[src/design/lsbmu_pkg.sv]
// ----------------------------------------------------------------------------
// lsbmu_pkg
// Types and codes shared by the load/store byte memory unit.
// ----------------------------------------------------------------------------
package lsbmu_pkg;

	localparam int ADDR_W    = 32;
	localparam int DATA_W    = 32;
	localparam int REG_W     = 5;
	localparam int CMD_W     = 4;
	localparam int STAT_W    = 2;
	localparam int RED_BITS  = 4;
	localparam int RED_STEPS = ADDR_W / RED_BITS;
	localparam int QDEPTH    = 2;

	localparam logic [CMD_W-1:0] CMD_LB   = 4'd0;
	localparam logic [CMD_W-1:0] CMD_LH   = 4'd1;
	localparam logic [CMD_W-1:0] CMD_LW   = 4'd2;
	localparam logic [CMD_W-1:0] CMD_LBU  = 4'd3;
	localparam logic [CMD_W-1:0] CMD_LHU  = 4'd4;
	localparam logic [CMD_W-1:0] CMD_SB   = 4'd5;
	localparam logic [CMD_W-1:0] CMD_SH   = 4'd6;
	localparam logic [CMD_W-1:0] CMD_SW   = 4'd7;
	localparam logic [CMD_W-1:0] CMD_PASS = 4'd8;

	localparam logic [STAT_W-1:0] ST_WB    = 2'd0;
	localparam logic [STAT_W-1:0] ST_STORE = 2'd1;
	localparam logic [STAT_W-1:0] ST_FAIL  = 2'd2;

	localparam logic [1:0] LAST_BYTE = 2'd0;
	localparam logic [1:0] LAST_HALF = 2'd1;
	localparam logic [1:0] LAST_WORD = 2'd3;

	typedef struct packed {
		logic [CMD_W-1:0]  command;
		logic [REG_W-1:0]  dest_reg;
		logic [ADDR_W-1:0] byte_address;
		logic [DATA_W-1:0] data_value;
	} req_t;

	typedef struct packed {
		logic [STAT_W-1:0] status;
		logic [REG_W-1:0]  wb_reg;
		logic [DATA_W-1:0] wb_value;
	} rsp_t;

	typedef enum logic [1:0] {
		K_LOAD,
		K_STORE,
		K_PASS,
		K_FAIL
	} kind_t;

	typedef struct packed {
		kind_t             kind;
		logic [1:0]        last;
		logic              sgn;
		logic [REG_W-1:0]  dest;
		logic [DATA_W-1:0] data;
	} op_t;

	typedef enum logic [1:0] {
		F_IDLE,
		F_REDUCE,
		F_PUSH
	} fstate_t;

	typedef enum logic [2:0] {
		B_CLEAR,
		B_IDLE,
		B_LOAD,
		B_LWAIT,
		B_STORE,
		B_DONE
	} bstate_t;

endpackage

[src/design/lsbmu_queue.sv]
// ----------------------------------------------------------------------------
// lsbmu_queue
// Small first-in first-out queue of packed words.
// ----------------------------------------------------------------------------
module lsbmu_queue #(
	parameter int WIDTH = 8
) (
	input  logic             clk,
	input  logic             arst_n,
	input  logic             push,
	output logic             full,
	input  logic [WIDTH-1:0] wdata,
	input  logic             pop,
	output logic             empty,
	output logic [WIDTH-1:0] rdata
);
	import lsbmu_pkg::*;

	localparam int PW = (QDEPTH > 1) ? $clog2(QDEPTH) : 1;
	localparam int CW = $clog2(QDEPTH + 1);

	logic [WIDTH-1:0] entry_q [QDEPTH];
	logic [PW-1:0]    wr_ptr_q;
	logic [PW-1:0]    rd_ptr_q;
	logic [CW-1:0]    count_q;
	logic             do_push;
	logic             do_pop;

	assign full    = (count_q == CW'(QDEPTH));
	assign empty   = (count_q == '0);
	assign rdata   = entry_q[rd_ptr_q];
	assign do_push = push && !full;
	assign do_pop  = pop && !empty;

	always_ff @(posedge clk or negedge arst_n) begin
		if (!arst_n) begin
			wr_ptr_q <= '0;
			rd_ptr_q <= '0;
			count_q  <= '0;
		end else begin
			if (do_push) begin
				wr_ptr_q <= (wr_ptr_q == PW'(QDEPTH - 1)) ? '0 : wr_ptr_q + 1'b1;
			end
			if (do_pop) begin
				rd_ptr_q <= (rd_ptr_q == PW'(QDEPTH - 1)) ? '0 : rd_ptr_q + 1'b1;
			end
			if (do_push && !do_pop) begin
				count_q <= count_q + 1'b1;
			end else if (do_pop && !do_push) begin
				count_q <= count_q - 1'b1;
			end
		end
	end

	always_ff @(posedge clk) begin
		if (do_push) begin
			entry_q[wr_ptr_q] <= wdata;
		end
	end

	a_count_bound: assert property (@(posedge clk) disable iff (!arst_n)
		count_q <= CW'(QDEPTH))
		else $error("queue count beyond depth");

	a_no_push_full: assert property (@(posedge clk) disable iff (!arst_n)
		push |-> !full)
		else $error("push into full queue");

endmodule

[config.mk]
export PLATFORM = sky130hd
export DESIGN_NAME = lsbmu_queue
export DESIGN_NICKNAME = d
export VERILOG_FILES = /design/src/design/lsbmu_pkg.sv /design/src/design/lsbmu_queue.sv
export SDC_FILE = /design/constraint.sdc
export NUM_CORES = 1
export LEC_CHECK = 0
export BUFFER_PORTS_ARGS = -buffer_cell sky130_fd_sc_hd__buf_2
export CELL_PAD_IN_SITES_DETAIL_PLACEMENT = 1
export CELL_PAD_IN_SITES_GLOBAL_PLACEMENT = 2
export CORE_MARGIN = 2
export CORE_UTILIZATION = 34
export DETAILED_ROUTE_END_ITERATION = 6
export PLACE_DENSITY = 0.82
export SYNTH_ARGS = -nofsm -noshare
export SYNTH_HDL_FRONTEND = slang
export SYNTH_SLANG_ARGS = --single-unit
export TNS_END_PERCENT = 10
[constraint.sdc]
create_clock -name clk -period 1.6 [get_ports clk]
set_clock_uncertainty 0.05 [all_clocks]
set_input_delay 0 -clock clk [delete_from_list [all_inputs] [get_ports clk]]
set_output_delay 0 -clock clk [all_outputs]
set_load 0.02 [all_outputs]
==> results.cfg, run 1 <==
[outcome]
status = finished clean

[timing]
fin_hold_ws_ps = 371
worst_slack_ps = 78.1
setup_viol = 0
finalHoldViolCount = 0
worst_pin_slew_ps = 409
slew_viol_final = 0
relSlewSlack_pct = 72.7
timing.fmax_ghz = 0.657
fin_crit_sh_pct = 95.1
fin_crit_ps = 1520
tns_ps = 0

[logic_synthesis]
synth.most_common_cell = edfxtp_1
ys_top_cells_by_count = edfxtp_1, mux2_1, dfrtp_1, nor2_1
ys.flop_type = edfxtp_1
synth_nets = 57
synth_top_area_cell = edfxtp_1
synth_seq_area_share_pct = 74.2
synthCells = 44
synth_area_leaders = edfxtp_1, dfrtp_1, mux2_1
async_flop_share_pct = 20.0
synthDistinctLibCells = 15
yosys_warnings = 0
syn_area_um2 = 782
synth_top_area_share_pct = 61.4
ys_ff_latch = 20
synth_edf_count = 16
syn_avg_cell_area_um2 = 17.8

[setup_path]
critPathRequiredTime_ps = 1780
cp_data_arrival_time_ps = 1700
critical_path_buf_inv_count = 1
max_stage_delay_ps = 440
crit_family = simple AND/OR/NAND/NOR gates
reg2reg_depth = 6
critPathMaxFanout = 5
crit_slowest_cell = dfrtp_2
cp.depth = 6
cp-end-kind = flip-flop
cp-start-kind = flip-flop
crit_type = reg -> reg
crit_path_cell_trace = nand2b_1 > nand2_2 > inv_1 > ha_1 > nor2_1 > xor2_1

[global_route]
track_usage_pct = 12.6
grt_pass1_vias = 526
grt_overflow = 0
antenna_found_initial = 0
grt_max_degree = 13
grt_pass1_wl_um = 2330

[drt]
route.detailed.drc = 0
vias = 489
firstDrtPassIters = 4
ant_nets = 0
first_iter_violations = 7
routed_via_density = 4.41
wl_per_cell_um = 12.8
totalWireLength_um = 1420

[cells_and_area]
final_core_util_pct = 50.8
multi_input_area_um2 = 189
stdcell_count = 111
nNetsFinal = 97
fillers = 224
seqCellArea_um2 = 582
layout-drive-gt1-share_pct = 39.8
diodes = 0
area_growth_pct = 42.4
fin_area_um2 = 1110

[clocking]
clock_tree.buffer_depth = 2
clk_latency_ps = 300
path_clk_slew_ps = 110
clock-sinks = 20
cts.htree.levels = 1
cts_tree = done
numCtsBuffers = 3
cts-root-buf = clkbuf_4

[hold_path]
hold_depth = 2
hp-class = in -> reg

[placement]
gp_congestion = 0.682
dpl.cell_count = 93
portBuffers = 21
pre_cts_ws_ps = 59.9
place_area_um2 = 925

[power_and_ir_drop]
peakVddDrop_mv = 0.788
seqPwrFrac_pct = 43.1
p_int_mw = 1.31
powerDensity_nw_per_um2 = 1750
switching_share_pct = 32.8
p_leak_nw = 0.466
p_clk_share_pct = 20.6
switchingPower_mw = 0.639
power_frac_comb_pct = 36.4
finalPower_mw = 1.95

[floorplan]
pin_count = 22
start_util_pct = 35.7
rows = 17
die_w_um = 52.0
core_area_um2 = 2190
die_y_um = 52.0
die_area_um2 = 2700

[flow_run]
max_cap_viol_count = 0
## power groups by stage
| stage | Clock, mW | Sequential [mW] | Combinational (mW) |
|---|---|---|---|
| 2_1_floorplan | 0 | 0.793 | 0.502 |
| 3_3_place_gp | 0 | 0.847 | 0.630 |
| 3_5_place_dp | 0 | 0.858 | 0.650 |
| 4_1_cts | 0.414 | 0.847 | 0.675 |
| 5_1_grt | 0.424 | 0.865 | 0.770 |
| 6_report | 0.401 | 0.840 | 0.709 |
## flip-flops by register name, summed over array words and instances (netlist names)
register,flops
entry_q,16
count_q,2
rd_ptr_q,1
wr_ptr_q,1
## layout make-up
cell class                 instances  area share, %
inverter                           2          0.674
clock inverter                     1           2.70
timing repair buffer              36           22.2
clock buffer                       3           2.02
sequential                        20           52.2
multi-input combinational         21           17.0
tap                               28           3.15
## cells in the final DEF (no fill, tap or decap), types with 3 or more instances in the layout
cell type,n
edfxtp_1,16
nor2_1,3
mux2_1,6
buf_4,3
clkbuf_4,3
dlygate4sd3_1,12
buf_2,21
dfrtp_1,3
## worst reg2reg max path, cell delays in order (launching register included)
cell,delay (ps)
dfrtp_2,440
nand2b_1,190
nand2_2,120
inv_1,50
ha_1,300
nor2_1,150
xor2_1,160
## routing by layer
metal,share of wire [%],vias to the layer above,track usage [%]
met3,4.8,2,3.16
met4,1.3,0,7.89
met1,39,239,12.0
met2,55,14,23.4
met5,0,-,0
li1,-,234,-
## kinds of logic after synthesis
group / count (synthesis) / synth area share [%]
AO/OA/AOI/OAI: 1 / 0.639
XOR/XNOR: 5 / 6.56
adder cells (fa/ha/maj): 1 / 1.60
buffers and inverters: 3 / 1.60
flip-flops: 20 / 74.2
multiplexers: 8 / 11.5
AND/OR/NAND/NOR: 6 / 3.84
## worst paths after layout
check,startpoint,to,slack (ps)
setup / recovery,count_q[0]$_DFFE_PN0P_,count_q[1]$_DFFE_PN0P_,80
hold / removal,wdata[5],entry_q[1][5]$_DFFE_PP_,370
setup reg to reg,count_q[0]$_DFFE_PN0P_,count_q[1]$_DFFE_PN0P_,80
hold reg to reg,wr_ptr_q$_DFFE_PN0N_,wr_ptr_q$_DFFE_PN0N_,470
max in group asynchronous,arst_n,count_q[0]$_DFFE_PN0P_,750
min in group asynchronous,arst_n,count_q[1]$_DFFE_PN0P_,540
## repair_timing
action	in CTS	in global routing
gates resized for setup	0	1
hold buffers	12	0
buffers inserted	0	2
hold endpoints to repair	22	0
endpoints found under the setup margin	0	1
Power figures use the tool's default switching activity.
==> run 2, diff against run 1 <==
--- a/config.mk
+++ b/config.mk
@@ -9,9 +9,10 @@
 export CELL_PAD_IN_SITES_DETAIL_PLACEMENT = 1
 export CELL_PAD_IN_SITES_GLOBAL_PLACEMENT = 2
 export CORE_MARGIN = 2
-export CORE_UTILIZATION = 34
+export CORE_UTILIZATION = 36
+export CTS_BUF_LIST = sky130_fd_sc_hd__clkbuf_8
 export DETAILED_ROUTE_END_ITERATION = 6
-export PLACE_DENSITY = 0.82
+export PLACE_DENSITY = 0.86
 export SYNTH_ARGS = -nofsm -noshare
 export SYNTH_HDL_FRONTEND = slang
 export SYNTH_SLANG_ARGS = --single-unit
==> results.cfg, run 2 (synthesis results as in run 1) <==
[outcome]
status = finished clean

[placement]
gp_congestion = 0.676
portBuffers = 21
post-dp-hpwl_um = 911

[timing]
slew_viol_final = 0
finalHoldViolCount = 0
setup_viol = 0
fin_crit_sh_pct = 92.9
fin_crit_ps = 1490
worst_pin_slew_ps = 426
timing.fmax_ghz = 0.673
tns_ps = 0
relSlewSlack_pct = 71.6
rsz0062_at_grt = no

[global_route]
use_met1_pct = 14.5
antenna_found_initial = 0
grt_pass1_wl_um = 2190
grt.busiest_layer = met2
grt_max_degree = 11
grt_overflow = 0
grt_pass1_vias = 514
grtUsageMet3_pct = 2.98
use_met2_pct = 20.2
track_usage_pct = 12.2

[cells_and_area]
final_core_util_pct = 53.6
nNetsFinal = 94
final_common_cell = buf_2
area_growth_pct = 37.1
final_cell_mix = buf_2, edfxtp_1, dlygate4sd3_1
layout-drive-gt1-share_pct = 38.0
regMostFlops = entry_q
reg_top3 = entry_q x16, count_q x2
largest_reg_flops = 16
diodes = 0

[clocking]
post_cts_buffers = 0
numCtsBuffers = 3
cts-root-buf = clkbuf_8
clk_latency_ps = 250
cts.htree.levels = 1
cts_tree = done
path_clk_slew_ps = 70
clock_tree.buffer_depth = 2
clock-sinks = 20
ctsResizeCount = 0

[power_and_ir_drop]
peakVddDrop_mv = 0.910
p_leak_nw = 0.448
powerDensity_nw_per_um2 = 1710

[drt]
firstDrtPassIters = 3
routed_via_density = 4.47
first_iter_violations = 10
route.detailed.drc = 0
vias = 474
ant_nets = 0
totalWireLength_um = 1360
wl_per_cell_um = 12.9

[setup_path]
crit_end = count_q[1]$_DFFE_PN0P_
crit_type = reg -> reg
cp-start-kind = flip-flop
timing.rr.end = count_q[1]$_DFFE_PN0P_
cp-end-kind = flip-flop
rrSetupSlack_ps = 110
critPathRequiredTime_ps = 1680
critPathMaxFanout = 4
cp_data_arrival_time_ps = 1570
r2r_start = count_q[0]$_DFFE_PN0P_
crit_start = count_q[0]$_DFFE_PN0P_
reg2reg_depth = 6

[hold_path]
hp-class = in -> async

[floorplan]
die_y_um = 50.6
core_area_um2 = 2000
die_w_um = 50.6
start_util_pct = 39.1
rows = 16
die_area_um2 = 2560
pin_count = 22

[flow_run]
max_cap_viol_count = 0
[run 2: changes by cell type in the layout (fill, tap and decap cells not counted), sizes merged]
| cell | delta |
|---|---|
| dlygate4sd3 | -2 |
| buf | -1 |
| bufinv | -1 |
[run 2: what timing repair did]
item,4_1_cts,5_1_grt
setup endpoints to repair,0,0
hold buffers,10,0
hold endpoints to repair,21,0
[run 2: area by class of cell]
cell class,instances,area (um2)
inverter,2,7.51
tap,27,33.8
fill,210,930
timing repair buffer,33,220
clock buffer,3,41.3
sequential,20,581
multi-input combinational,21,189
[run 2: worst min path at each step]
stage | cells past startpoint | endpoint | startpoint
floorplan | 0 | count_q[0]$_DFFE_PN0P_ | arst_n
global placement | 1 | count_q[0]$_DFFE_PN0P_ | arst_n
detailed placement | 1 | count_q[0]$_DFFE_PN0P_ | arst_n
CTS | 2 | count_q[0]$_DFFE_PN0P_ | arst_n
global route | 2 | count_q[0]$_DFFE_PN0P_ | arst_n
finish | 2 | count_q[0]$_DFFE_PN0P_ | arst_n
[run 2: where the power goes]
| part | switching [mW] | internal [mW] | total, mW | leakage (nW) |
|---|---|---|---|---|
| logic | 0.377 | 0.312 | 0.689 | 0.231 |
| registers | 0.107 | 0.728 | 0.835 | 0.195 |
| clock network | 0.137 | 0.167 | 0.304 | 0.0216 |
| total | 0.622 | 1.21 | 1.83 | 0.448 |
[run 2: worst max-delay path, stage by stage (launching register included)]
cell,delay [ps]
dfrtp_1,370
buf_4,150
o21ai_1,200
ha_1,210
xor2_1,180
nor2_1,70
xor2_1,140
[run 2: per-stage QoR]
| step | cell area, um2 | hold slack, ps | std cells | setup WS, ps | power, mW |
|---|---|---|---|---|---|
| after CTS | 1070 | 30.5 | 106 | 86.8 | 1.85 |
| after global placement | 931 | -238 | 93 | 199 | 1.50 |
| after detailed placement | 931 | -235 | 93 | 89.6 | 1.53 |
| after floorplan | 782 | -346 | 44 | 158 | 1.29 |
| after global routing | 1070 | 29.0 | 106 | 12.0 | 1.95 |
| final | 1070 | 33.8 | 106 | 113 | 1.83 |
[run 2: layer usage]
layer,share of wire [%],vias up,wire [um]
met1,44,233,595
li1,-,227,-
met4,0.66,0,9
met2,52,12,705
met3,4.0,2,54
met5,0,-,0
