--- src/design/lsbmu_pkg.sv ---
// ----------------------------------------------------------------------------
// lsbmu_pkg
// Types and codes shared by the load/store byte memory unit.
// ----------------------------------------------------------------------------
package lsbmu_pkg;

	localparam int ADDR_W    = 32;
	localparam int DATA_W    = 32;
	localparam int REG_W     = 5;
	localparam int CMD_W     = 4;
	localparam int STAT_W    = 2;
	localparam int RED_BITS  = 4;
	localparam int RED_STEPS = ADDR_W / RED_BITS;
	localparam int QDEPTH    = 2;

	localparam logic [CMD_W-1:0] CMD_LB   = 4'd0;
	localparam logic [CMD_W-1:0] CMD_LH   = 4'd1;
	localparam logic [CMD_W-1:0] CMD_LW   = 4'd2;
	localparam logic [CMD_W-1:0] CMD_LBU  = 4'd3;
	localparam logic [CMD_W-1:0] CMD_LHU  = 4'd4;
	localparam logic [CMD_W-1:0] CMD_SB   = 4'd5;
	localparam logic [CMD_W-1:0] CMD_SH   = 4'd6;
	localparam logic [CMD_W-1:0] CMD_SW   = 4'd7;
	localparam logic [CMD_W-1:0] CMD_PASS = 4'd8;

	localparam logic [STAT_W-1:0] ST_WB    = 2'd0;
	localparam logic [STAT_W-1:0] ST_STORE = 2'd1;
	localparam logic [STAT_W-1:0] ST_FAIL  = 2'd2;

	localparam logic [1:0] LAST_BYTE = 2'd0;
	localparam logic [1:0] LAST_HALF = 2'd1;
	localparam logic [1:0] LAST_WORD = 2'd3;

	typedef struct packed {
		logic [CMD_W-1:0]  command;
		logic [REG_W-1:0]  dest_reg;
		logic [ADDR_W-1:0] byte_address;
		logic [DATA_W-1:0] data_value;
	} req_t;

	typedef struct packed {
		logic [STAT_W-1:0] status;
		logic [REG_W-1:0]  wb_reg;
		logic [DATA_W-1:0] wb_value;
	} rsp_t;

	typedef enum logic [1:0] {
		K_LOAD,
		K_STORE,
		K_PASS,
		K_FAIL
	} kind_t;

	typedef struct packed {
		kind_t             kind;
		logic [1:0]        last;
		logic              sgn;
		logic [REG_W-1:0]  dest;
		logic [DATA_W-1:0] data;
	} op_t;

	typedef enum logic [1:0] {
		F_IDLE,
		F_REDUCE,
		F_PUSH
	} fstate_t;

	typedef enum logic [2:0] {
		B_CLEAR,
		B_IDLE,
		B_LOAD,
		B_LWAIT,
		B_STORE,
		B_DONE
	} bstate_t;

endpackage

--- src/design/lsbmu_front.sv ---
// ----------------------------------------------------------------------------
// lsbmu_front
// Accepts a request, decodes its command and reduces its address modulo
// the memory size by summing per-nibble residues and folding the sum.
// ----------------------------------------------------------------------------
module lsbmu_front #(
	parameter int MEM_BYTES = 4096
) (
	input  logic                          clk,
	input  logic                          arst_n,
	input  logic                          push,
	input  logic                          hold,
	output logic                          full,
	input  lsbmu_pkg::req_t               request,
	output logic                          op_push,
	input  logic                          op_full,
	output lsbmu_pkg::op_t                op,
	output logic [$clog2(MEM_BYTES)-1:0]  op_base
);
	import lsbmu_pkg::*;

	localparam int AW       = $clog2(MEM_BYTES);
	localparam int SW       = AW + 3;
	localparam int NIB_VALS = 2 ** RED_BITS;

	typedef logic [RED_STEPS-1:0][NIB_VALS-1:0][AW-1:0] nib_tab_t;

	function automatic nib_tab_t nib_residues();
		nib_tab_t tab;
		longint   weight;
		tab    = '0;
		weight = 1;
		for (int j = 0; j < RED_STEPS; j++) begin
			for (int n = 0; n < NIB_VALS; n++)
				tab[j][n] = AW'((longint'(n) * weight) % MEM_BYTES);
			weight = (weight * NIB_VALS) % MEM_BYTES;
		end
		return tab;
	endfunction

	localparam nib_tab_t NIB_RES = nib_residues();

	fstate_t           state_q;
	fstate_t           state_d;
	req_t              req_q;
	logic [SW-1:0]     sum_d;
	logic [SW-1:0]     sum_q;
	logic [SW-1:0]     fold;
	logic              accept;
	logic              busy;

	assign accept = push && !full;
	assign full   = busy || hold;

	always_comb begin
		sum_d = '0;
		for (int j = 0; j < RED_STEPS; j++)
			sum_d = sum_d + SW'(NIB_RES[j][req_q.byte_address[RED_BITS*j +: RED_BITS]]);
	end

	always_comb begin
		fold = sum_q;
		for (int k = 2; k >= 0; k--) begin
			if (fold >= SW'(MEM_BYTES << k))
				fold = fold - SW'(MEM_BYTES << k);
		end
		op_base = fold[AW-1:0];
	end

	always_comb begin
		state_d = state_q;
		unique case (state_q)
			F_IDLE: begin
				if (accept) state_d = F_REDUCE;
			end
			F_REDUCE: state_d = F_PUSH;
			F_PUSH: begin
				if (!op_full) state_d = F_IDLE;
			end
			default: state_d = F_IDLE;
		endcase
	end

	always_comb begin
		busy    = (state_q != F_IDLE);
		op_push = (state_q == F_PUSH) && !op_full;
		op.dest = req_q.dest_reg;
		op.data = req_q.data_value;
		op.sgn  = 1'b0;
		op.last = LAST_BYTE;
		op.kind = K_FAIL;
		unique case (req_q.command)
			CMD_LB: begin
				op.kind = K_LOAD;
				op.sgn  = 1'b1;
			end
			CMD_LH: begin
				op.kind = K_LOAD;
				op.sgn  = 1'b1;
				op.last = LAST_HALF;
			end
			CMD_LW: begin
				op.kind = K_LOAD;
				op.last = LAST_WORD;
			end
			CMD_LBU: op.kind = K_LOAD;
			CMD_LHU: begin
				op.kind = K_LOAD;
				op.last = LAST_HALF;
			end
			CMD_SB:  op.kind = K_STORE;
			CMD_SH: begin
				op.kind = K_STORE;
				op.last = LAST_HALF;
			end
			CMD_SW: begin
				op.kind = K_STORE;
				op.last = LAST_WORD;
			end
			CMD_PASS: op.kind = K_PASS;
			default:  op.kind = K_FAIL;
		endcase
	end

	always_ff @(posedge clk or negedge arst_n) begin
		if (!arst_n) begin
			state_q <= F_IDLE;
		end else begin
			state_q <= state_d;
		end
	end

	always_ff @(posedge clk) begin
		if (accept) begin
			req_q <= request;
		end
		if (state_q == F_REDUCE) begin
			sum_q <= sum_d;
		end
	end

endmodule

--- config.mk ---
export PLATFORM = sky130hd
export DESIGN_NAME = lsbmu_front
export DESIGN_NICKNAME = d
export VERILOG_FILES = /design/src/design/lsbmu_pkg.sv /design/src/design/lsbmu_front.sv
export SDC_FILE = /design/constraint.sdc
export NUM_CORES = 1
export LEC_CHECK = 0
export ABC_AREA = 1
export ABC_CLOCK_PERIOD_IN_PS = 2400
export BUFFER_PORTS_ARGS = -buffer_cell sky130_fd_sc_hd__buf_2
export CAP_MARGIN = 20
export CORE_MARGIN = 2
export CORE_UTILIZATION = 43
export CTS_BUF_LIST = sky130_fd_sc_hd__clkbuf_4 sky130_fd_sc_hd__clkbuf_8
export DETAILED_ROUTE_END_ITERATION = 6
export GPL_TIMING_DRIVEN = 0
export PLACE_DENSITY = 0.75
export SLEW_MARGIN = 0
export SYNTH_ARGS = -nofsm -noshare
export SYNTH_HDL_FRONTEND = slang
export SYNTH_SLANG_ARGS = --single-unit
export TNS_END_PERCENT = 10
--- constraint.sdc ---
create_clock -name clk -period 2.4 [get_ports clk]
set_clock_uncertainty 0.1 [all_clocks]
set_input_delay 0.24 -clock clk [delete_from_list [all_inputs] [get_ports clk]]
set_output_delay 0.24 -clock clk [all_outputs]
set_load 0.01 [all_outputs]
==> results of run 1 <==
cells in the mapped netlist:
master	instances	area share, %
nand4_1	12	2.6
buf_6	1	0.39
nor2_1	6	0.79
nand3_4	1	0.61
nand2_1	36	4.7
nand3_1	1	0.17
dfxtp_1	12	8.4
inv_1	10	1.3
edfxtp_1	65	68
o21ai_0	1	0.17
a31oi_1	1	0.22
dfrtp_1	2	1.7
clkbuf_1	1	0.13
buf_4	38	9.9
buf_2	2	0.35
nor2_4	1	0.39
metrics by stage:
step,hold slack [ns],utilization (%),TNS [ns],power [mW]
2_1_floorplan,-0.1556,-,0,1.797
3_3_place_gp,-0.07320,55.27,-21.81,1.912
3_5_place_dp,-0.06756,55.58,0,1.927
4_1_cts,0.04946,66.87,0,2.873
5_1_grt,0.06767,66.87,0,2.970
6_report,0.06517,66.87,0,2.841
cell families after synthesis:
logic type / Yosys count / share of synthesized area (%)
compound gates: 2 / 0.3926
simple gates: 57 / 9.293
buf+inv: 52 / 12.13
flops: 79 / 78.18
registers in the layout, summed over array words and instances (netlist names):
signal / flops
op: 37
req_q: 16
sum_d: 12
sum_q: 12
state_q: 2
cell type report:
type                            count  area (um2)
Timing Repair Buffer              168        1126
Tap cell                           77       96.34
Buffer                             42       310.3
Fill cell                         481        2116
Clock buffer                        9       123.9
Inverter                           10       37.54
Sequential cell                    79        2242
Clock inverter                      7       56.30
Multi-Input combinational cell     59       277.8
worst max path at each step:
stage / startpoint / to / slack, ns / cells after the start
2_1_floorplan: state_q[1] / op[0] / 0.02 / 4
3_3_place_gp: state_q[1] / req_q[69] / -0.42 / 4
3_5_place_dp: state_q[1] / op[34] / 0.48 / 5
4_1_cts: state_q[1] / op[7] / 0.47 / 5
5_1_grt: state_q[1] / op[21] / 0.38 / 5
6_report: state_q[1] / op[21] / 0.48 / 5
report_power, final:
part / switching, mW / internal, mW / leakage [nW]
combinational: 0.159 / 0.190 / 1.10
sequential: 0.0264 / 1.59 / 0.729
clock: 0.496 / 0.384 / 0.0785
total: 0.681 / 2.16 / 1.90
layer usage:
metal / vias to the layer above / wire length, um / global-route usage [%]
met5: - / 0 / 0
met4: 0 / 124 / 8.658
met3: 10 / 290 / 2.984
met2: 70 / 2935 / 28.05
met1: 875 / 2089 / 15.41
li1: 976 / - / -
critical path, cell delays in order (launching register included):
cell	delay, ns
dfrtp_1	0.45
nor2_4	0.21
nand3_4	0.11
buf_6	0.16
inv_2	0.29
buf_12	0.27
==> impl_metrics.ini, run 1 <==
[logic_synthesis]
yosysSeqAreaShare_pct = 78.18
syn_avg_cell_area_um2 = 15.09
synthCells = 190
synth_cell_types = 16
synthesis.nets = 268
ys_warn_count = 0
ys_ff_latch = 79
netlist_area_um2 = 2868

[place]
place_area_um2 = 3550
dp_worst_setup_slack_ns = 0.4799
hpwl_um = 3524
place_congestion = 0.7833
portBuffers = 113
dp.cells = 381

[cts]
ctsHtreeMaxLevel = 3
max-clock-path-buffers = 2
clock_latency_ns = 0.33
ctsResizeCount = 0
cts_root_buf = clkbuf_8
cts_tree = built
ctsHoldBuffers = 54
path_clk_slew_ns = 0.08
clock-sinks = 79
cts_buffers = 9
postCtsSetupRepairBufs = 0

[die]
ios = 134
row_count = 29
initial_utilization_pct = 44.91
coreArea_um2 = 6386
fp.dieW_um = 85.67
die-area_um2 = 7338
die_y_um = 85.67

[cells_and_area]
final_common_cell = buf_2
area_delta_synth_final_pct = 48.91
fin_nets = 447
stdcell_count = 451
layout_common_cells = 115 x buf_2, 65 x edfxtp_1, 54 x dlygate4sd3_1
layout-drive-gt1-share_pct = 46.52
diodes = 0
post-route-cell-area_um2 = 4270

[power_and_ir_drop]
p_per_area_nw_per_um2 = 665.2
peakVddDrop_mv = 0.4700
power.leakage_nw = 1.902

[critical_path]
ff2ff_path_depth = 5
ff2ff_setup_slack_ns = 0.48
reg2reg_from = state_q[1]
end_kind = register
cp_max_fo = 38
worst-setup-path-type = reg -> reg
required_ns = 2.33
crit_arrival_ns = 1.85
r2r_end = op[21]
cp-start-kind = register

[sta]
period_needed_ns = 1.923
max_slew.worst_pin.slew_ns = 0.8801
drv_slew = 0
hold_viol_final = 0
setup_ws_ns = 0.4767
slew_headroom_pct = 41.11
fmax_mhz = 519.9
setup_viol = 0
fin_crit_sh_pct = 80.14
rsz0062_at_grt = false

[min_path]
hp-class = in -> reg
holdPathEnd = state_q[1]
min-delay-start = op_full
hold_depth = 3

[drt]
drtIter0Drc = 55
ant_nets = 0
dr.pass1.iters = 4
wl_per_cell_um = 12.06
vias_per_cell = 4.282
drc = 0
finalWirelength_um = 5439
num_vias = 1931

[global_route]
globalRouteOverflowTotal = 0
track_usage_pct = 15.00
antenna_found_initial = 0
grt_max_degree = 39
grt_pass1_wl_um = 8355
grt_pass1_vias = 1925

[run]
max_cap_viol_count = 0

[outcome]
outcome = complete, no violations
(Power assumes the default switching activity.)
==> inputs of run 2 (changes only) <==
--- a/config.mk
+++ b/config.mk
@@ -5,8 +5,8 @@
 export SDC_FILE = /design/constraint.sdc
 export NUM_CORES = 1
 export LEC_CHECK = 0
-export ABC_AREA = 1
-export ABC_CLOCK_PERIOD_IN_PS = 2400
+export ABC_AREA = 0
+export ABC_CLOCK_PERIOD_IN_PS = 1700
 export BUFFER_PORTS_ARGS = -buffer_cell sky130_fd_sc_hd__buf_2
 export CAP_MARGIN = 20
 export CORE_MARGIN = 2
==> constraint.sdc (replaced) <==
create_clock -name clk -period 1.7 [get_ports clk]
set_clock_uncertainty 0.1 [all_clocks]
set_input_delay 0.17 -clock clk [delete_from_list [all_inputs] [get_ports clk]]
set_output_delay 0.17 -clock clk [all_outputs]
set_load 0.01 [all_outputs]
==> run 2 against run 1 <==
  * The run now ends with negative setup slack left
  * Non-clock buffer count increased by 3
  * Register-to-register slack got worse by 0.48 ns
  * Global-route usage up 2.0 points
  * Clock power rose by 47%
  * Total power up 44%
  * Clock-buffer cell count increased by 6
  * Sequential share of layout area is 0.94 points lower
  * Final cell count down 8.4%
  * Critical endpoint is now op[32]
==> impl_metrics.ini, run 2 <==
[drt]
ant_nets = 0
drtIter0Drc = 65
dr.pass1.iters = 4
num_vias = 1770
finalWirelength_um = 5695
vias_per_cell = 4.286
drc = 0
wl_per_cell_um = 13.79

[critical_path]
reg2reg_from = state_q[0]
cp_max_fo = 31
ff2ff_setup_slack_ns = -0.004
required_ns = 1.63
cp-start-kind = register
r2r_end = op[32]
crit_arrival_ns = 1.63
end_kind = register
worst-setup-path-type = reg -> reg
ff2ff_path_depth = 3

[power_and_ir_drop]
power.leakage_nw = 1.871
power_switching_mw = 0.8320
peakVddDrop_mv = 0.6154
p_per_area_nw_per_um2 = 938.9
swShare_pct = 20.36
p_int_mw = 3.255
seq_power_share_pct = 55.7
combPwrFrac_pct = 12.7
clkPwrFrac_pct = 31.6

[global_route]
globalRouteOverflowTotal = 0
grt_max_degree = 32
track_usage_pct = 17.00
grt_pass1_wl_um = 9197
grt_pass1_vias = 1937
antenna_found_initial = 0

[min_path]
min-delay-start = push
hold_depth = 2
holdPathEnd = state_q[0]
hp-class = in -> reg

[logic_synthesis]
synth_cell_types = 19
yosysTopAreaCell = edfxtp_1
syn_avg_cell_area_um2 = 19.05
ys_ff_latch = 79
synthCells = 147
synthesis.nets = 225
synth_top_area_share_pct = 69.71
yosys-top-cells-count = 65 x edfxtp_1, 37 x buf_4, 12 x dfxtp_1, 12 x mux2_2
synthArstFlopShare_pct = 2.532
ys.flop_type = edfxtp_1
synth_most_common_cell = edfxtp_1
netlist_area_um2 = 2800
synth-edff-count = 65
yosysSeqAreaShare_pct = 80.07
synth_area_leaders = edfxtp_1 70%, buf_4 9.9%, dfxtp_1 8.6%
ys_warn_count = 0

[cells_and_area]
post-route-util_pct = 68.95
fillers = 452
layout-drive-gt1-share_pct = 56.55
area_delta_synth_final_pct = 55.45
fin_nets = 409
final_common_cell = buf_2
largest_reg_flops = 37
post-route-cell-area_um2 = 4353
diodes = 0
layout_common_cells = 113 x buf_2, 65 x edfxtp_1, 56 x dlygate4sd3_1

[die]
die_y_um = 84.70
die-area_um2 = 7173
coreArea_um2 = 6314
initial_utilization_pct = 44.35
ios = 134
fp.dieW_um = 84.70
row_count = 29

[cts]
cts_root_buf = clkbuf_8
clock-sinks = 79
path_clk_slew_ns = 0.07
cts_tree = built
ctsHtreeMaxLevel = 3
max-clock-path-buffers = 2
cts_buffers = 9
clock_latency_ns = 0.33

[sta]
fmax_mhz = 586.9
fin_crit_sh_pct = 100.2
slew_headroom_pct = 72.93
setup_viol = 11
setup_ws_ns = -0.003807
whs_ns = 0.05495
drv_slew = 0
period_needed_ns = 1.704
rsz0062_at_grt = true
hold_viol_final = 0
max_slew.worst_pin.slew_ns = 0.4004

[outcome]
violations = negative setup slack
outcome = finished with violations

[place]
place_congestion = 0.6644
portBuffers = 113
place_area_um2 = 3471

[run]
max_cap_viol_count = 0
-- run 2: cell types whose count changed after synthesis, sizes merged, moves of 3 or more --
cell	delta
mux2	+12
nand2	-34
nand4	-12
buf	-3
inv	-10
nor2	-7
-- run 2: cells by family after synthesis --
group / Yosys count / share of synthesized area, %
xor gates and xnor gates: 2 / 0.6257
muxes: 12 / 4.826
AOI/OAI and AO/OA: 2 / 0.4918
and+or+nand+nor: 12 / 3.396
buffers and inverters: 40 / 10.59
DFF: 79 / 80.07
-- run 2: critical path, stage by stage, from the launching register on --
cell	delay (ns)
dfrtp_2	0.46
nor4b_4	0.30
buf_4	0.20
bufbuf_16	0.35
-- run 2: area by class of cell --
class                           count  area [um2]  area share (%)
Timing Repair Buffer              173        1212           27.85
Sequential cell                    79        2245           51.57
Clock buffer                       15       187.7           4.312
Multi-Input combinational cell     28       300.3           6.899
Clock inverter                      1       5.005          0.1150
Tap cell                           77       96.34           2.213
Buffer                             40       306.5           7.042
-- run 2: timing repair --
action,in CTS,in global routing
cloned,2,0
hold buffers,56,0
setup buffers,2,0
hold endpoints to repair,69,0
setup endpoints to repair,65,58
pin swaps,1,2
gates resized for setup,3,12
-- run 2: power by group through the flow --
stage | registers [mW] | clock network, mW | logic, mW
CTS | 2.27 | 1.34 | 0.503
global route | 2.29 | 1.42 | 0.563
global placement | 2.31 | 0 | 0.347
floorplan | 2.32 | 0 | 0.189
detailed placement | 2.32 | 0 | 0.357
finish | 2.28 | 1.29 | 0.519
-- run 2: stage by stage --
stage	cells	TNS [ns]	total power [mW]	setup slack [ns]
after CTS	413	-0.0006044	4.115	-0.0006044
after floorplan	147	0	2.505	0.004324
after detailed placement	337	-3.731	2.673	-0.1989
after global routing	413	-1.801	4.264	-0.06119
final	413	-0.03390	4.087	-0.003807
after global placement	337	-1.312	2.656	-0.1512
-- run 2: worst max path at each step --
stage | start | cells after the start | end | slack, ns
detailed placement | state_q[0] | 3 | sum_d[1] | -0.20
global route | state_q[0] | 3 | req_q[42] | -0.06
global placement | state_q[0] | 3 | sum_d[4] | -0.15
floorplan | state_q[0] | 3 | sum_d[0] | 0.004
finish | state_q[0] | 3 | op[32] | -0.004
CTS | state_q[1] | 2 | full | -0.0006
-- run 2: routing by layer --
metal  wire length [um]  GRT usage (%)
met5                  0              0
met3                370          4.916
met1               2186          18.93
met4                107          7.359
met2               3030          30.21
==> inputs of run 3 (changes only) <==
--- a/config.mk
+++ b/config.mk
@@ -15,6 +15,7 @@
 export DETAILED_ROUTE_END_ITERATION = 6
 export GPL_TIMING_DRIVEN = 0
 export PLACE_DENSITY = 0.75
+export RECOVER_POWER = 50
 export SLEW_MARGIN = 0
 export SYNTH_ARGS = -nofsm -noshare
 export SYNTH_HDL_FRONTEND = slang
==> run 3 against run 2 <==
  * The flow now finishes without violations
  * First-iteration DRC count is 7.7% higher
  * Wire length is 0.12% lower
  * Sequential share of layout area is 0.24 points higher
  * Register-to-register slack hardly changed
  * Fmax is 0.51% higher
  * Setup slack better by 0.0087 ns
  * Final area is 0.46% lower
  * Non-clock buffer count stayed put
  * Clock power hardly changed
  * Critical path type unchanged
  * Critical endpoint unchanged
  * Largest power group unchanged
==> impl_metrics.ini, run 3 (same netlist as run 2, synthesis figures left out) <==
[sta]
setup_tns_ns = 0
setup_viol = 0
period_needed_ns = 1.695
rsz0062_at_grt = true
max_slew.worst_pin.slew_ns = 0.4010
drv_slew = 0
fmax_mhz = 589.9
slew_headroom_pct = 72.89
hold_viol_final = 0
setup_ws_ns = 0.004870
fin_crit_sh_pct = 99.71

[cells_and_area]
diodes = 0
area_delta_synth_final_pct = 54.74
layout-drive-gt1-share_pct = 51.79
layout_common_cells = 96 x buf_2, 65 x edfxtp_1, 56 x dlygate4sd3_1
final_common_cell = buf_2
largest_reg_flops = 37
fin_nets = 409

[place]
place_congestion = 0.6644
portBuffers = 113
dp_worst_setup_slack_ns = -0.1989

[die]
ios = 134
die_y_um = 84.70
coreArea_um2 = 6314
die-area_um2 = 7173
fp.dieW_um = 84.70
row_count = 29
initial_utilization_pct = 44.35

[power_and_ir_drop]
seq_power_share_pct = 55.7
p_int_mw = 3.250
power_switching_mw = 0.8334
power.leakage_nw = 1.827
combPwrFrac_pct = 12.6
peakVddDrop_mv = 0.6146
p_per_area_nw_per_um2 = 942.3
clkPwrFrac_pct = 31.7
power_mw = 4.083
swShare_pct = 20.41

[critical_path]
max_stage_delay_ns = 0.45
cp_top_family = buffers and inverters
worst-setup-path-type = reg -> reg
required_ns = 1.63
cp-start-kind = register
crit_arrival_ns = 1.62
cpMaxStageDelayCell = dfrtp_2
crit_buf_inv = 2
end_kind = register
cp_max_fo = 31
worstPathCellList = nor4b_4 > buf_4 > bufbuf_16

[drt]
vias_per_cell = 4.293
drtIter0Drc = 70
drc = 0
dr.pass1.iters = 6
ant_nets = 0
finalWirelength_um = 5688
wl_per_cell_um = 13.77
num_vias = 1773

[cts]
cts_root_buf = clkbuf_8
clock-sinks = 79
cts_buffers = 9
clock_latency_ns = 0.33
ctsHtreeMaxLevel = 3
cts_tree = built
max-clock-path-buffers = 2
path_clk_slew_ns = 0.07

[min_path]
hp-class = in -> reg

[run]
max_cap_viol_count = 0

[global_route]
grt_pass1_wl_um = 9197
grt_pass1_vias = 1937
track_usage_pct = 17.00
grt_max_degree = 32
globalRouteOverflowTotal = 0
antenna_found_initial = 0

[outcome]
outcome = complete, no violations
-- run 3: area by class of cell --
| type | count | area, um2 |
|---|---|---|
| Clock buffer | 15 | 187.7 |
| Clock inverter | 1 | 5.005 |
| Timing Repair Buffer | 173 | 1192 |
| Fill cell | 456 | 1981 |
| Tap cell | 77 | 96.34 |
| Sequential cell | 79 | 2245 |
| Multi-Input combinational cell | 28 | 300.3 |
| Buffer | 40 | 306.5 |
-- run 3: per-stage QoR --
| stage | utilization, % | hold slack [ns] | instance area (um2) | instances |
|---|---|---|---|---|
| floorplan | - | -0.2256 | 2809 | 147 |
| global placement | 54.97 | -0.1454 | 3471 | 337 |
| detailed placement | 54.97 | -0.1424 | 3471 | 337 |
| CTS | 68.31 | 0.003817 | 4313 | 413 |
| global route | 68.63 | 0.03456 | 4333 | 413 |
| finish | 68.63 | 0.05532 | 4333 | 413 |
-- run 3: path summary, 6_finish.rpt --
path | start | end | slack, ns | depth (start not counted)
max | state_q[0] | op[32] | 0.005 | 3
min | push | state_q[0] | 0.06 | 2
max reg2reg | state_q[0] | op[32] | 0.005 | 3
min reg2reg | sum_d[2] | sum_q[2] | 0.30 | 0
max in group asynchronous | arst_n | state_q[1] | 1.27 | 2
min in group asynchronous | arst_n | state_q[0] | 0.09 | 2
-- run 3: layer usage --
layer,track usage [%],vias up,wire [um]
li1,-,870,-
met1,18.93,825,2187
met2,30.21,69,3048
met3,4.916,9,366
met4,7.359,0,85
met5,0,-,0
-- run 3: power groups by stage --
stage	Clock [mW]	Combinational (mW)	Sequential [mW]
final	1.29	0.514	2.28
after global routing	1.42	0.557	2.29
after CTS	1.34	0.503	2.27
after detailed placement	0	0.357	2.32
after global placement	0	0.347	2.31
after floorplan	0	0.189	2.32
-- run 3: repair_timing --
action,4_1_cts,5_1_grt
hold buffers,56,0
setup endpoints to repair,65,58
gates resized for setup,3,12
pin swaps,1,2
gates cloned,2,0
hold endpoints to repair,69,0
buffers inserted,2,0
-- run 3: worst reg2reg max path, delay by kind of cell, from the launching register on --
family	cells	cell delay [ns]
flip-flops	1	0.45
AND/OR/NAND/NOR	1	0.30
buffers and inverters	2	0.55
